[src/rtl/oers_pkg.sv]
// ---------------------------------------------------------------------------
// oers_pkg: shared types and microprogram of the ODE stepper
// Operation and register codes, status codes and the step program that the
// sequencer walks through for one advance item.
// ---------------------------------------------------------------------------
package oers_pkg;

   // status codes of a result item
   localparam logic [1:0] ST_OK   = 2'd0;
   localparam logic [1:0] ST_DONE = 2'd1;
   localparam logic [1:0] ST_OVF  = 2'd2;
   localparam logic [1:0] ST_BAD  = 2'd3;

   // configuration register indexes
   localparam logic [1:0] CSR_START = 2'd0;
   localparam logic [1:0] CSR_END   = 2'd1;
   localparam logic [1:0] CSR_INIT  = 2'd2;
   localparam logic [1:0] CSR_COUNT = 2'd3;

   // operations of the shared unit
   typedef enum logic [1:0] {
      OP_ADD,
      OP_MUL,
      OP_HALF,
      OP_DIV6
   } op_type;

   // operand / destination registers
   typedef enum logic [3:0] {
      R_ZERO,
      R_ONE,
      R_X,
      R_YE,
      R_YR,
      R_H,
      R_XM,
      R_XE,
      R_Y,
      R_T,
      R_S,
      R_K1,
      R_K2,
      R_K3
   } reg_type;

   typedef struct packed {
      op_type  op;
      reg_type dst;
      reg_type a;
      reg_type b;
   } instr_type;

   localparam int PC_BITS = 6;
   localparam logic [PC_BITS-1:0] PROG_LAST = 6'd41;

   // one step of euler and rk4
   function automatic instr_type prog(logic [PC_BITS-1:0] pc);
      instr_type i;
      case (pc)
         // euler: ye += h * (1+x)*ye*ye/2
         6'd0:  i = '{OP_MUL,  R_T,  R_YE, R_YE};
         6'd1:  i = '{OP_ADD,  R_S,  R_ONE, R_X};
         6'd2:  i = '{OP_MUL,  R_T,  R_S,  R_T};
         6'd3:  i = '{OP_HALF, R_T,  R_T,  R_ZERO};
         6'd4:  i = '{OP_MUL,  R_T,  R_T,  R_H};
         6'd5:  i = '{OP_ADD,  R_YE, R_YE, R_T};
         // midpoint and end of the step
         6'd6:  i = '{OP_HALF, R_XM, R_H,  R_ZERO};
         6'd7:  i = '{OP_ADD,  R_XM, R_X,  R_XM};
         6'd8:  i = '{OP_ADD,  R_XE, R_X,  R_H};
         // k1
         6'd9:  i = '{OP_MUL,  R_T,  R_YR, R_YR};
         6'd10: i = '{OP_ADD,  R_S,  R_ONE, R_X};
         6'd11: i = '{OP_MUL,  R_T,  R_S,  R_T};
         6'd12: i = '{OP_HALF, R_T,  R_T,  R_ZERO};
         6'd13: i = '{OP_MUL,  R_K1, R_H,  R_T};
         // k2
         6'd14: i = '{OP_HALF, R_Y,  R_K1, R_ZERO};
         6'd15: i = '{OP_ADD,  R_Y,  R_YR, R_Y};
         6'd16: i = '{OP_MUL,  R_T,  R_Y,  R_Y};
         6'd17: i = '{OP_ADD,  R_S,  R_ONE, R_XM};
         6'd18: i = '{OP_MUL,  R_T,  R_S,  R_T};
         6'd19: i = '{OP_HALF, R_T,  R_T,  R_ZERO};
         6'd20: i = '{OP_MUL,  R_K2, R_H,  R_T};
         // k3
         6'd21: i = '{OP_HALF, R_Y,  R_K2, R_ZERO};
         6'd22: i = '{OP_ADD,  R_Y,  R_YR, R_Y};
         6'd23: i = '{OP_MUL,  R_T,  R_Y,  R_Y};
         6'd24: i = '{OP_ADD,  R_S,  R_ONE, R_XM};
         6'd25: i = '{OP_MUL,  R_T,  R_S,  R_T};
         6'd26: i = '{OP_HALF, R_T,  R_T,  R_ZERO};
         6'd27: i = '{OP_MUL,  R_K3, R_H,  R_T};
         // k4, left in t
         6'd28: i = '{OP_ADD,  R_Y,  R_YR, R_K3};
         6'd29: i = '{OP_MUL,  R_T,  R_Y,  R_Y};
         6'd30: i = '{OP_ADD,  R_S,  R_ONE, R_XE};
         6'd31: i = '{OP_MUL,  R_T,  R_S,  R_T};
         6'd32: i = '{OP_HALF, R_T,  R_T,  R_ZERO};
         6'd33: i = '{OP_MUL,  R_T,  R_H,  R_T};
         // weighted sum, divide by six, update
         6'd34: i = '{OP_ADD,  R_K2, R_K2, R_K2};
         6'd35: i = '{OP_ADD,  R_K1, R_K1, R_K2};
         6'd36: i = '{OP_ADD,  R_K3, R_K3, R_K3};
         6'd37: i = '{OP_ADD,  R_K1, R_K1, R_K3};
         6'd38: i = '{OP_ADD,  R_K1, R_K1, R_T};
         6'd39: i = '{OP_DIV6, R_K1, R_K1, R_ZERO};
         6'd40: i = '{OP_ADD,  R_YR, R_YR, R_K1};
         6'd41: i = '{OP_ADD,  R_X,  R_XE, R_ZERO};
         default: i = '{OP_ADD, R_ZERO, R_ZERO, R_ZERO};
      endcase
      return i;
   endfunction

endpackage

[src/rtl/ode_euler_rk4_stepper.sv]
// ---------------------------------------------------------------------------
// ode_euler_rk4_stepper: fixed-point euler and rk4 stepper
// Integrates dy/dx = (1+x)*y*y/2 with forward euler and classical rk4 side
// by side, one step per advance item, under a microcoded sequencer.
// ---------------------------------------------------------------------------
// A restart item (req_restart = 1) loads x, both y estimates and the step
// size h = (end - start) / step_count and returns the initial row; an
// invalid interval goes straight to the done state, a valid one first
// waits for the bit-serial divider. An advance item runs a 42-instruction
// program through one shared unit: 26 saturating adds and halvings and 16
// passes through the shared multiplier (15 products plus the division by
// six done as a reciprocal product), on the default Q16.16 word. Advances
// that take no step go straight to the done state. The block takes no
// item while one is in work; a finished row waits in the output register,
// and a row that cannot enter it holds the input off.
module ode_euler_rk4_stepper #(
   parameter int WORD_BITS = 32,
   parameter int FRAC_BITS = 16
) (
   input  logic               clock,
   input  logic               reset,
   input  logic               req_valid,
   output logic               req_ready,
   input  logic               req_restart,
   output logic               rsp_valid,
   input  logic               rsp_ready,
   output logic signed [31:0] rsp_x_value,
   output logic signed [31:0] rsp_euler_value,
   output logic signed [31:0] rsp_runge_value,
   output logic [1:0]         rsp_status,
   output logic               rsp_final_row,
   input  logic               csr_write_en,
   input  logic [1:0]         csr_index,
   input  logic [31:0]        csr_data
);

   localparam int W  = WORD_BITS;
   localparam int OW = (W > 32) ? W : 32;
   localparam int EW = OW + 1;
   localparam int DW = (W > 33) ? W : 33;
   localparam logic [W-1:0] MAXW = {1'b0, {(W-1){1'b1}}};
   localparam logic [W-1:0] MINW = {1'b1, {(W-1){1'b0}}};
   localparam logic ONE_SAT = (FRAC_BITS > W - 2);
   localparam logic [W-1:0] ONE_W =
      ONE_SAT ? MAXW : ({{(W-1){1'b0}}, 1'b1} << FRAC_BITS);
   // ceil(2^W / 3): magnitude * RECIP6 >> (W+1) is the magnitude / 6
   localparam logic [W:0] RECIP_WIDE =
      ({1'b1, {W{1'b0}}} + (W+1)'(2)) / (W+1)'(3);
   localparam logic [W-1:0] RECIP6 = RECIP_WIDE[W-1:0];

   typedef enum logic [2:0] {
      S_IDLE,
      S_HDIV,
      S_ISSUE,
      S_WAIT,
      S_DONE
   } state_type;

   // saturating add, overflow flag on top
   function automatic logic [W:0] sat_add(logic [W-1:0] p, logic [W-1:0] q);
      logic [W:0] s;
      s = {p[W-1], p} + {q[W-1], q};
      if (s[W] != s[W-1]) begin
         return {1'b1, s[W] ? MINW : MAXW};
      end
      return {1'b0, s[W-1:0]};
   endfunction

   // halve toward zero
   function automatic logic [W-1:0] halve(logic [W-1:0] p);
      logic [W-1:0] s;
      s = p + {{(W-1){1'b0}}, p[W-1]};
      return {s[W-1], s[W-1:1]};
   endfunction

   // load a 32-bit register value into the word, saturating
   function automatic logic [W:0] clamp_cfg(logic [31:0] v);
      logic [EW-1:0] ve;
      ve = EW'(signed'(v));
      if (ve[EW-1:W-1] != {(EW-W+1){ve[W-1]}}) begin
         return {1'b1, v[31] ? MINW : MAXW};
      end
      return {1'b0, ve[W-1:0]};
   endfunction

   function automatic logic [31:0] to_out(logic [W-1:0] v);
      logic [OW-1:0] t;
      t = OW'(signed'(v));
      return t[31:0];
   endfunction

   // configuration registers
   logic [31:0] istart_ff, iend_ff, iinit_ff;
   logic [15:0] count_ff;

   always_ff @(posedge clock) begin
      if (reset) begin
         istart_ff <= 32'd0;
         iend_ff   <= 32'd65536;
         iinit_ff  <= 32'd0;
         count_ff  <= 16'd10;
      end else if (csr_write_en) begin
         case (csr_index)
            oers_pkg::CSR_START: istart_ff <= csr_data;
            oers_pkg::CSR_END:   iend_ff   <= csr_data;
            oers_pkg::CSR_INIT:  iinit_ff  <= csr_data;
            oers_pkg::CSR_COUNT: count_ff  <= csr_data[15:0];
            default: ;
         endcase
      end
   end

   // sequencer and working registers
   state_type state_ff, state_in;
   logic [oers_pkg::PC_BITS-1:0] pc_ff, pc_in;
   logic [W-1:0] x_ff, x_in, ye_ff, ye_in, yr_ff, yr_in, h_ff, h_in;
   logic [W-1:0] xm_ff, xm_in, xe_ff, xe_in, y_ff, y_in, t_ff, t_in;
   logic [W-1:0] s_ff, s_in, k1_ff, k1_in, k2_ff, k2_in, k3_ff, k3_in;
   logic [15:0]  steps_ff, steps_in;
   logic         ovs_ff, ovs_in;
   logic         armed_ff, armed_in;
   logic [1:0]   pst_ff, pst_in;
   logic         plast_ff, plast_in;
   logic         rsp_valid_ff, rsp_valid_in;
   logic [31:0]  rx_ff, rx_in, re_ff, re_in, rr_ff, rr_in;
   logic [1:0]   rst_ff, rst_in;
   logic         rlast_ff, rlast_in;

   // shared unit ports
   logic          mul_start, mul_done, mul_ovf, mul_recip;
   logic [W-1:0]  mul_res, mul_b;
   logic          div_start, div_done;
   logic [DW-1:0] div_dvd, div_q;
   logic [15:0]   div_dvs;

   oers_pkg::instr_type ins;
   logic [W-1:0] opa, opb;

   assign ins = oers_pkg::prog(pc_ff);

   function automatic logic [W-1:0] pick(oers_pkg::reg_type r, logic [W-1:0] vx,
         logic [W-1:0] vye, logic [W-1:0] vyr, logic [W-1:0] vh, logic [W-1:0] vxm,
         logic [W-1:0] vxe, logic [W-1:0] vy, logic [W-1:0] vt, logic [W-1:0] vs,
         logic [W-1:0] vk1, logic [W-1:0] vk2, logic [W-1:0] vk3);
      logic [W-1:0] v;
      case (r)
         oers_pkg::R_ONE: v = ONE_W;
         oers_pkg::R_X:   v = vx;
         oers_pkg::R_YE:  v = vye;
         oers_pkg::R_YR:  v = vyr;
         oers_pkg::R_H:   v = vh;
         oers_pkg::R_XM:  v = vxm;
         oers_pkg::R_XE:  v = vxe;
         oers_pkg::R_Y:   v = vy;
         oers_pkg::R_T:   v = vt;
         oers_pkg::R_S:   v = vs;
         oers_pkg::R_K1:  v = vk1;
         oers_pkg::R_K2:  v = vk2;
         oers_pkg::R_K3:  v = vk3;
         default:         v = '0;
      endcase
      return v;
   endfunction

   // operand select
   assign opa = pick(ins.a, x_ff, ye_ff, yr_ff, h_ff, xm_ff, xe_ff, y_ff, t_ff, s_ff,
                     k1_ff, k2_ff, k3_ff);
   assign opb = pick(ins.b, x_ff, ye_ff, yr_ff, h_ff, xm_ff, xe_ff, y_ff, t_ff, s_ff,
                     k1_ff, k2_ff, k3_ff);

   // division by six runs as a product with the reciprocal
   assign mul_recip = (ins.op == oers_pkg::OP_DIV6);
   assign mul_b     = mul_recip ? RECIP6 : opb;

   oers_mul #(
      .WORD_BITS(WORD_BITS),
      .FRAC_BITS(FRAC_BITS)
   ) u_mul (
      .clock  (clock),
      .reset  (reset),
      .start  (mul_start),
      .a      (opa),
      .b      (mul_b),
      .recip  (mul_recip),
      .done   (mul_done),
      .result (mul_res),
      .ovf    (mul_ovf)
   );

   oers_div #(
      .DIV_BITS(DW)
   ) u_div (
      .clock    (clock),
      .reset    (reset),
      .start    (div_start),
      .dividend (div_dvd),
      .divisor  (div_dvs),
      .done     (div_done),
      .quotient (div_q)
   );

   always_comb begin
      logic [W:0]    sum;
      logic [W:0]    cx, cy;
      logic [32:0]   span;
      logic          wr_en;
      logic [W-1:0]  wr_val;
      logic          adv;
      logic          ov_add;
      logic [15:0]   steps_nx;

      state_in     = state_ff;
      pc_in        = pc_ff;
      x_in         = x_ff;
      ye_in        = ye_ff;
      yr_in        = yr_ff;
      h_in         = h_ff;
      xm_in        = xm_ff;
      xe_in        = xe_ff;
      y_in         = y_ff;
      t_in         = t_ff;
      s_in         = s_ff;
      k1_in        = k1_ff;
      k2_in        = k2_ff;
      k3_in        = k3_ff;
      steps_in     = steps_ff;
      ovs_in       = ovs_ff;
      armed_in     = armed_ff;
      pst_in       = pst_ff;
      plast_in     = plast_ff;
      rsp_valid_in = rsp_valid_ff && !rsp_ready;
      rx_in        = rx_ff;
      re_in        = re_ff;
      rr_in        = rr_ff;
      rst_in       = rst_ff;
      rlast_in     = rlast_ff;
      mul_start    = 1'b0;
      div_start    = 1'b0;
      cx           = clamp_cfg(istart_ff);
      cy           = clamp_cfg(iinit_ff);
      span         = {iend_ff[31], iend_ff} - {istart_ff[31], istart_ff};
      div_dvd      = DW'(span);
      div_dvs      = count_ff;
      sum          = sat_add(opa, opb);
      wr_en        = 1'b0;
      wr_val       = '0;
      adv          = 1'b0;
      ov_add       = sum[W] || (ONE_SAT && (ins.a == oers_pkg::R_ONE ||
                                            ins.b == oers_pkg::R_ONE));
      steps_nx     = steps_ff + 16'd1;

      case (state_ff)
         S_IDLE: begin
            if (req_valid) begin
               if (req_restart) begin
                  // load start row, then find h
                  x_in     = cx[W-1:0];
                  ye_in    = cy[W-1:0];
                  yr_in    = cy[W-1:0];
                  steps_in = '0;
                  ovs_in   = cx[W] | cy[W];
                  plast_in = 1'b0;
                  if ($signed(iend_ff) <= $signed(istart_ff) || count_ff == '0) begin
                     armed_in = 1'b0;
                     h_in     = '0;
                     pst_in   = oers_pkg::ST_BAD;
                     state_in = S_DONE;
                  end else begin
                     div_start = 1'b1;
                     state_in  = S_HDIV;
                  end
               end else if (!armed_ff) begin
                  pst_in   = oers_pkg::ST_BAD;
                  plast_in = 1'b0;
                  state_in = S_DONE;
               end else if (steps_ff >= count_ff) begin
                  pst_in   = oers_pkg::ST_DONE;
                  plast_in = 1'b1;
                  state_in = S_DONE;
               end else begin
                  pc_in    = '0;
                  state_in = S_ISSUE;
               end
            end
         end
         S_HDIV: begin
            if (div_done) begin
               if (div_q[DW-1:W-1] != '0) begin
                  h_in   = MAXW;
                  ovs_in = 1'b1;
                  pst_in = oers_pkg::ST_OVF;
               end else begin
                  h_in   = div_q[W-1:0];
                  pst_in = ovs_ff ? oers_pkg::ST_OVF : oers_pkg::ST_OK;
               end
               armed_in = 1'b1;
               state_in = S_DONE;
            end
         end
         S_ISSUE: begin
            case (ins.op)
               oers_pkg::OP_ADD: begin
                  wr_en  = 1'b1;
                  wr_val = sum[W-1:0];
                  ovs_in = ovs_ff | ov_add;
                  adv    = 1'b1;
               end
               oers_pkg::OP_HALF: begin
                  wr_en  = 1'b1;
                  wr_val = halve(opa);
                  adv    = 1'b1;
               end
               oers_pkg::OP_MUL, oers_pkg::OP_DIV6: begin
                  mul_start = 1'b1;
                  state_in  = S_WAIT;
               end
               default: ;
            endcase
         end
         S_WAIT: begin
            if (mul_done) begin
               wr_en  = 1'b1;
               wr_val = mul_res;
               ovs_in = ovs_ff | mul_ovf;
               adv    = 1'b1;
            end
         end
         S_DONE: begin
            // hand the row to the output register once it is free
            if (!rsp_valid_ff || rsp_ready) begin
               rsp_valid_in = 1'b1;
               rx_in        = to_out(x_ff);
               re_in        = to_out(ye_ff);
               rr_in        = to_out(yr_ff);
               rst_in       = pst_ff;
               rlast_in     = plast_ff;
               state_in     = S_IDLE;
            end
         end
         default: state_in = S_IDLE;
      endcase

      // register file write
      if (wr_en) begin
         case (ins.dst)
            oers_pkg::R_X:  x_in  = wr_val;
            oers_pkg::R_YE: ye_in = wr_val;
            oers_pkg::R_YR: yr_in = wr_val;
            oers_pkg::R_H:  h_in  = wr_val;
            oers_pkg::R_XM: xm_in = wr_val;
            oers_pkg::R_XE: xe_in = wr_val;
            oers_pkg::R_Y:  y_in  = wr_val;
            oers_pkg::R_T:  t_in  = wr_val;
            oers_pkg::R_S:  s_in  = wr_val;
            oers_pkg::R_K1: k1_in = wr_val;
            oers_pkg::R_K2: k2_in = wr_val;
            oers_pkg::R_K3: k3_in = wr_val;
            default: ;
         endcase
      end

      // next instruction or end of step
      if (adv) begin
         if (pc_ff == oers_pkg::PROG_LAST) begin
            steps_in = steps_nx;
            pst_in   = ovs_in ? oers_pkg::ST_OVF : oers_pkg::ST_OK;
            plast_in = steps_nx >= count_ff;
            state_in = S_DONE;
         end else begin
            pc_in    = pc_ff + 1'b1;
            state_in = S_ISSUE;
         end
      end
   end

   always_ff @(posedge clock) begin
      if (reset) begin
         state_ff     <= S_IDLE;
         pc_ff        <= '0;
         x_ff         <= '0;
         ye_ff        <= '0;
         yr_ff        <= '0;
         h_ff         <= '0;
         steps_ff     <= '0;
         ovs_ff       <= 1'b0;
         armed_ff     <= 1'b0;
         rsp_valid_ff <= 1'b0;
      end else begin
         state_ff     <= state_in;
         pc_ff        <= pc_in;
         x_ff         <= x_in;
         ye_ff        <= ye_in;
         yr_ff        <= yr_in;
         h_ff         <= h_in;
         steps_ff     <= steps_in;
         ovs_ff       <= ovs_in;
         armed_ff     <= armed_in;
         rsp_valid_ff <= rsp_valid_in;
      end
      xm_ff    <= xm_in;
      xe_ff    <= xe_in;
      y_ff     <= y_in;
      t_ff     <= t_in;
      s_ff     <= s_in;
      k1_ff    <= k1_in;
      k2_ff    <= k2_in;
      k3_ff    <= k3_in;
      pst_ff   <= pst_in;
      plast_ff <= plast_in;
      rx_ff    <= rx_in;
      re_ff    <= re_in;
      rr_ff    <= rr_in;
      rst_ff   <= rst_in;
      rlast_ff <= rlast_in;
   end

   assign req_ready       = (state_ff == S_IDLE);
   assign rsp_valid       = rsp_valid_ff;
   assign rsp_x_value     = rx_ff;
   assign rsp_euler_value = re_ff;
   assign rsp_runge_value = rr_ff;
   assign rsp_status      = rst_ff;
   assign rsp_final_row   = rlast_ff;

endmodule

[src/rtl/oers_mul.sv]
// ---------------------------------------------------------------------------
// oers_mul: multi-cycle saturating fixed-point multiplier
// Multiplies magnitudes 16 bits of b per cycle, drops the fraction bits
// (toward zero), applies the sign and saturates to the word range. With
// recip set, b holds a reciprocal and the product is shifted down by
// WORD_BITS+1 instead, giving an exact quotient by a constant.
// ---------------------------------------------------------------------------
module oers_mul #(
   parameter int WORD_BITS = 32,
   parameter int FRAC_BITS = 16
) (
   input  logic                 clock,
   input  logic                 reset,
   input  logic                 start,
   input  logic [WORD_BITS-1:0] a,
   input  logic [WORD_BITS-1:0] b,
   input  logic                 recip,
   output logic                 done,
   output logic [WORD_BITS-1:0] result,
   output logic                 ovf
);

   localparam int W   = WORD_BITS;
   localparam int NCH = (W + 15) / 16;
   localparam int PB  = NCH * 16;
   localparam int PW  = 2 * W;
   localparam int CW  = $clog2(NCH + 1);
   localparam int RSH = W + 1;
   localparam logic [W-1:0] MAXW = {1'b0, {(W-1){1'b1}}};
   localparam logic [W-1:0] MINW = {1'b1, {(W-1){1'b0}}};

   logic          busy_ff, busy_in;
   logic [CW-1:0] cnt_ff, cnt_in;
   logic [PW-1:0] acc_ff, acc_in;
   logic [PB-1:0] bsh_ff, bsh_in;
   logic [W-1:0]  am_ff, am_in;
   logic          neg_ff, neg_in;
   logic          recip_ff, recip_in;
   logic          done_ff, done_in;
   logic [W-1:0]  result_ff, result_in;
   logic          ovf_ff, ovf_in;

   // truncating shift and saturation of the finished product
   logic [PW-1:0] shifted;
   logic [PW-1:0] lim;
   logic [W-1:0]  rlow;
   assign shifted = recip_ff ? (acc_ff >> RSH) : (acc_ff >> FRAC_BITS);
   assign lim     = PW'(MAXW) + PW'(neg_ff);
   assign rlow    = shifted[W-1:0];

   always_comb begin
      busy_in   = busy_ff;
      cnt_in    = cnt_ff;
      acc_in    = acc_ff;
      bsh_in    = bsh_ff;
      am_in     = am_ff;
      neg_in    = neg_ff;
      recip_in  = recip_ff;
      done_in   = 1'b0;
      result_in = result_ff;
      ovf_in    = ovf_ff;
      if (start) begin
         busy_in  = 1'b1;
         cnt_in   = CW'(NCH);
         acc_in   = '0;
         am_in    = a[W-1] ? (~a + 1'b1) : a;
         bsh_in   = PB'(b[W-1] ? (~b + 1'b1) : b);
         neg_in   = a[W-1] ^ b[W-1];
         recip_in = recip;
      end else if (busy_ff && cnt_ff != '0) begin
         // one 16-bit digit of b per cycle, most significant first
         acc_in = (acc_ff << 16) + PW'(am_ff * bsh_ff[PB-1 -: 16]);
         bsh_in = bsh_ff << 16;
         cnt_in = cnt_ff - 1'b1;
      end else if (busy_ff) begin
         busy_in = 1'b0;
         done_in = 1'b1;
         if (shifted > lim) begin
            ovf_in    = 1'b1;
            result_in = neg_ff ? MINW : MAXW;
         end else begin
            ovf_in    = 1'b0;
            result_in = neg_ff ? (~rlow + 1'b1) : rlow;
         end
      end
   end

   always_ff @(posedge clock) begin
      if (reset) begin
         busy_ff <= 1'b0;
         cnt_ff  <= '0;
         done_ff <= 1'b0;
      end else begin
         busy_ff <= busy_in;
         cnt_ff  <= cnt_in;
         done_ff <= done_in;
      end
      acc_ff    <= acc_in;
      bsh_ff    <= bsh_in;
      am_ff     <= am_in;
      neg_ff    <= neg_in;
      recip_ff  <= recip_in;
      result_ff <= result_in;
      ovf_ff    <= ovf_in;
   end

   assign done   = done_ff;
   assign result = result_ff;
   assign ovf    = ovf_ff;

endmodule

[src/rtl/oers_div.sv]
// ---------------------------------------------------------------------------
// oers_div: bit-serial unsigned divider
// Restoring division of a wide dividend by a 16-bit divisor, one quotient
// bit per cycle.
// ---------------------------------------------------------------------------
module oers_div #(
   parameter int DIV_BITS = 33
) (
   input  logic                clock,
   input  logic                reset,
   input  logic                start,
   input  logic [DIV_BITS-1:0] dividend,
   input  logic [15:0]         divisor,
   output logic                done,
   output logic [DIV_BITS-1:0] quotient
);

   localparam int DW = DIV_BITS;
   localparam int CW = $clog2(DW + 1);

   logic          busy_ff, busy_in;
   logic [CW-1:0] cnt_ff, cnt_in;
   logic [DW-1:0] q_ff, q_in;
   logic [15:0]   rem_ff, rem_in;
   logic [15:0]   dvs_ff, dvs_in;
   logic          done_ff, done_in;

   // trial subtract of the shifted remainder
   logic [16:0] rem_sh;
   logic [16:0] diff;
   logic        ge;
   assign rem_sh = {rem_ff, q_ff[DW-1]};
   assign diff   = rem_sh - {1'b0, dvs_ff};
   assign ge     = rem_sh >= {1'b0, dvs_ff};

   always_comb begin
      busy_in = busy_ff;
      cnt_in  = cnt_ff;
      q_in    = q_ff;
      rem_in  = rem_ff;
      dvs_in  = dvs_ff;
      done_in = 1'b0;
      if (start) begin
         busy_in = 1'b1;
         cnt_in  = CW'(DW);
         q_in    = dividend;
         rem_in  = '0;
         dvs_in  = divisor;
      end else if (busy_ff) begin
         rem_in = ge ? diff[15:0] : rem_sh[15:0];
         q_in   = {q_ff[DW-2:0], ge};
         cnt_in = cnt_ff - 1'b1;
         if (cnt_ff == CW'(1)) begin
            busy_in = 1'b0;
            done_in = 1'b1;
         end
      end
   end

   always_ff @(posedge clock) begin
      if (reset) begin
         busy_ff <= 1'b0;
         cnt_ff  <= '0;
         done_ff <= 1'b0;
      end else begin
         busy_ff <= busy_in;
         cnt_ff  <= cnt_in;
         done_ff <= done_in;
      end
      q_ff   <= q_in;
      rem_ff <= rem_in;
      dvs_ff <= dvs_in;
   end

   assign done     = done_ff;
   assign quotient = q_ff;

endmodule

[config.mk]
export PLATFORM = sky130hd
export DESIGN_NAME = ode_euler_rk4_stepper
export DESIGN_NICKNAME = d
export VERILOG_FILES = /design/src/rtl/oers_pkg.sv /design/src/rtl/ode_euler_rk4_stepper.sv /design/src/rtl/oers_mul.sv /design/src/rtl/oers_div.sv
export SDC_FILE = /design/constraint.sdc
export NUM_CORES = 2
export LEC_CHECK = 0
export ABC_AREA = 1
export BUFFER_PORTS_ARGS = -buffer_cell sky130_fd_sc_hd__buf_4
export CAP_MARGIN = 20
export CORE_ASPECT_RATIO = 0.7
export CORE_MARGIN = 3
export CORE_UTILIZATION = 31
export CTS_CLUSTER_DIAMETER = 200
export DETAILED_ROUTE_END_ITERATION = 8
export GPL_TIMING_DRIVEN = 0
export PLACE_DENSITY = 0.44
export SLEW_MARGIN = 20
export SYNTH_ARGS = -nofsm -noshare
export SYNTH_HDL_FRONTEND = slang
export SYNTH_HIERARCHICAL = 1
export SYNTH_SLANG_ARGS = --single-unit
[constraint.sdc]
create_clock -name clock -period 7.6 [get_ports clock]
set_input_delay 1.52 -clock clock [delete_from_list [all_inputs] [get_ports clock]]
set_output_delay 1.52 -clock clock [all_outputs]
set_load 0.01 [all_outputs]
==> summary.txt <==
Floorplan
  • Die area: between 0.2 and 0.25 sq mm
  • Die height: approximately 400 microns
  • Rows: 146
  • Initial core utilization: 0.313
  • Die Wd: 579 microns
  • Core ar.: 0.227 sq mm
  • Top-Level Pins: approximately 140

Synthesis
  • Synthesized area per cell: 7.27 sq um
  • Synthesized flop and latch total: 880
  • Synth async-reset ratio: 0
  • Largest area contributor in the netlist: edfxtp_1
  • Synth Instances: 9789
  • Dominant synthesized flop cell: edfxtp_1
  • Sequential area share after synthesis: 0.318
  • Synth Cell Area: 0.0712 sq mm
  • Area contributors post-synth: edfxtp_1, nand2_1, fa_1
  • Netlist cell types: 66
  • Number of enable flip-flop cells after synthesis: 503
  • Syn Nets: about 11000
  • Ys Warns: 6
  • Post-synth top area share: 0.212

GRT
  • Global-route wire length before repair: just under 500 mm
  • Initial antenna violation count: 16
  • Largest net degree at the start of global routing: 34
  • GRT overflow: 0
  • Vias in the first global route: around 64000
  • Total Routing Usage GR: 0.295

Outcome
  • Failing checks: negative setup slack
  • Status: finished, violations left

Critical path
  • Maximum fanout along the worst path: 10
  • R2R setup slack: -0.14 ns
  • Crit start category: flop
  • Worst path arrival time: roughly 8.3 ns
  • RR Startpoint: ins[0]$_DFF_P_
  • Crit. Startpoint: ins[0]$_DFF_P_
  • Reg2Reg Depth: 23
  • CP Data Required Time: 8.12 ns
  • CP endpoint kind: flop
  • Reg-to-Reg End: k3_ff[10]$_DFFE_PP_
  • Worst Path Class, Setup: reg2reg

STA
  • Fmax: 0.129 GHz
  • Max Transition Viols Final: 0
  • Setup ws final: -0.136 ns
  • Slew of the pin with the lowest slew margin: around 1.3 ns
  • RSZ-0062 raised after global routing: false
  • Final Hold Violating Endpoints: 0
  • Fin crit share: 1.02
  • # setup viols final: 64
  • Max_slew headroom: 0.124
  • Worst clock skew: 0.0353 ns
  • Post-route minimum period: a little under 8 ns

Final layout
  • Max reg flops: 64
  • Fin util: 0.352
  • Share of cells above drive strength 1: 0.0624
  • Leading cell type in the layout, fill and taps excluded: nand2_1
  • Reg with most FFs: u_mul/acc_ff
  • Nets: 10900
  • Commonest non-fill, non-tap cells in the layout: nand2_1, inv_1, nand3_1
  • Area growth syn-to-layout: 12.4%
  • Layout fillers: between 20000 and 25000

Worst hold path
  • Worst Hold Endpoint: rsp_final_row$_DFFE_PP_
  • Hold path startpoint: plast_ff$_DFF_P_
  • Worst hold stages: 0
  • Hold Crit Class: reg2reg

Clock network
  • Hold buffers post-CTS: 0
  • Clock sink count: 880
  • H-tree depth: 3
  • CTS tree: done
  • Clk root buf: clkbuf_16
  • Clock buffer count from CTS: between 90 and 100
  • Skew-Pair Late Insertion Delay: 0.74 ns
  • Longest Clk Path Bufs: 3
  • Clock slew at reported path FFs: 0.07 ns

Detailed routing
  • DR pass1 iterations: 8
  • DR WL/cell: 27.0 microns
  • Via count: 69900
  • 1st-iter DRT viols: roughly 9400
  • Post-route antenna net violation count: 0
  • Total Routed Length: 356 mm
  • Mean number of vias per cell: 5.30
  • DRC violations left: 0

Pwr
  • Static leakage: 39.7 nW
  • Maximum vdd ir drop: around 0.19 mV
  • Pwr dens: approximately 210 mW/mm^2

Placement
  • Dpl ws: -0.202 ns
  • Number of I/O port buffers: 140
  • Post-DP HPWL: 295 mm
  • Placer congestion estimate: roughly 1.0

Flow run
  • Max-cap viol count: 0
[Yosys cell counts (7+ instances only)]
library cell  instances
o211ai_1             11
xor2_1               80
xnor2_1              44
buf_4                20
nand2_1            2974
a311oi_1             20
buf_1                17
nor2_2               23
inv_1              1680
o21ai_2              16
nor4_1               18
nand4_1              91
o22ai_1              39
o21ai_0             379
clkbuf_1            324
inv_2                20
ha_1                302
nor3_1               56
nor2_1              627
a21boi_0              7
o21ai_1              23
buf_6                 9
fa_1                453
edfxtp_1            503
dfxtp_1             377
nor2_4                9
nand3_1             891
nand3_2              14
a21oi_1             382
a21o_1               13
nand2_2              32
o21a_1               18
a31oi_1              87
nand3b_1             32
buf_2                51
a221oi_1             61
clkinv_1              7
o21bai_1             18
[cell families after synthesis]
family,after synthesis,synth area share
buffers and inverters,2132,0.116
adders and majority gates,755,0.180
DFF,880,0.318
and+or+nand+nor,4794,0.281
AOI/OAI and AO/OA,1104,0.0889
xor gates and xnor gates,124,0.0153
[area by class of cell]
type / count / area, sq um / area share
clock buffer: 124 / 2640 / 0.0330
multi-input combinational: 6777 / 40400 / 0.505
inverter: 1708 / 6410 / 0.0801
clock inverter: 54 / 539 / 0.00674
timing repair buffer: 188 / 1650 / 0.0206
buffer: 422 / 1890 / 0.0236
antenna: 15 / 37.5 / 0.000469
tap: 3034 / 3800 / 0.0474
sequential: 880 / 22700 / 0.283
[per-stage QoR]
step	cell area, sq um	instances	hold WS, ns	power, mW	setup TNS [ns]
floorplan	71200	9789	0.403	9.23	0
global placement	76000	13000	0.439	11.6	-554.15
detailed placement	76700	13000	0.428	11.6	-5.39
CTS	79900	13200	0.443	16.5	0
global route	80000	13200	0.448	17.5	0
finish	80000	13200	0.445	16.6	-4.58
[critical path, cell delays in order, from the launching register on]
cell and delay [ns]:
dfxtp_1 0.49, nor2_1 0.15, clkdlybuf4s15_1 0.69, clkbuf_2 0.56
clkbuf_2 0.46, a31oi_1 0.55, nand3_1 0.39, ha_1 0.45
nand2_1 0.15, inv_1 0.07, a21oi_1 0.32, nor2_1 0.08
nor2_1 0.17, nand2_1 0.22, nand2_1 0.18, nand2_1 0.08
nand2_1 0.07, nand2_1 0.19, a21boi_1 0.44, clkbuf_1 0.49
nand2_1 0.16, nand2_1 0.23, nand2_1 0.44, nand2_1 0.45
[where the power goes]
group	switching, mW	total (mW)	internal [mW]
logic	4.22	5.92	1.71
clock network	2.30	4.93	2.64
registers	0.326	5.71	5.38
total	6.84	16.6	9.72
[worst max-delay path by stage]
| stage | endpoint |
|---|---|
| after CTS | u_mul/acc_ff[25]$_SDFFE_PP0P_ |
| after global routing | u_mul/acc_ff[38]$_SDFFE_PP0P_ |
| after global placement | xe_ff[3]$_DFFE_PP_ |
| after detailed placement | k3_ff[30]$_DFFE_PP_ |
| after floorplan | rsp_euler_value[0]$_DFFE_PP_ |
| final | k3_ff[10]$_DFFE_PP_ |
[metal layers]
metal / vias to the layer above / wire [microns] / GRT usage
met2: 3809 / 124000 / 0.358
met1: 34100 / 176000 / 0.475
met3: 391 / 49100 / 0.111
li1: 31600 / - / -
met4: 4 / 7190 / 0.0563
met5: - / 26 / 0
[timing repair]
item,4_1_cts,5_1_grt
endpoints found under the setup margin,93,192
setup buffers,0,4
gates resized for setup,6,75
No activity file was read; power rests on OpenSTA's default activity.
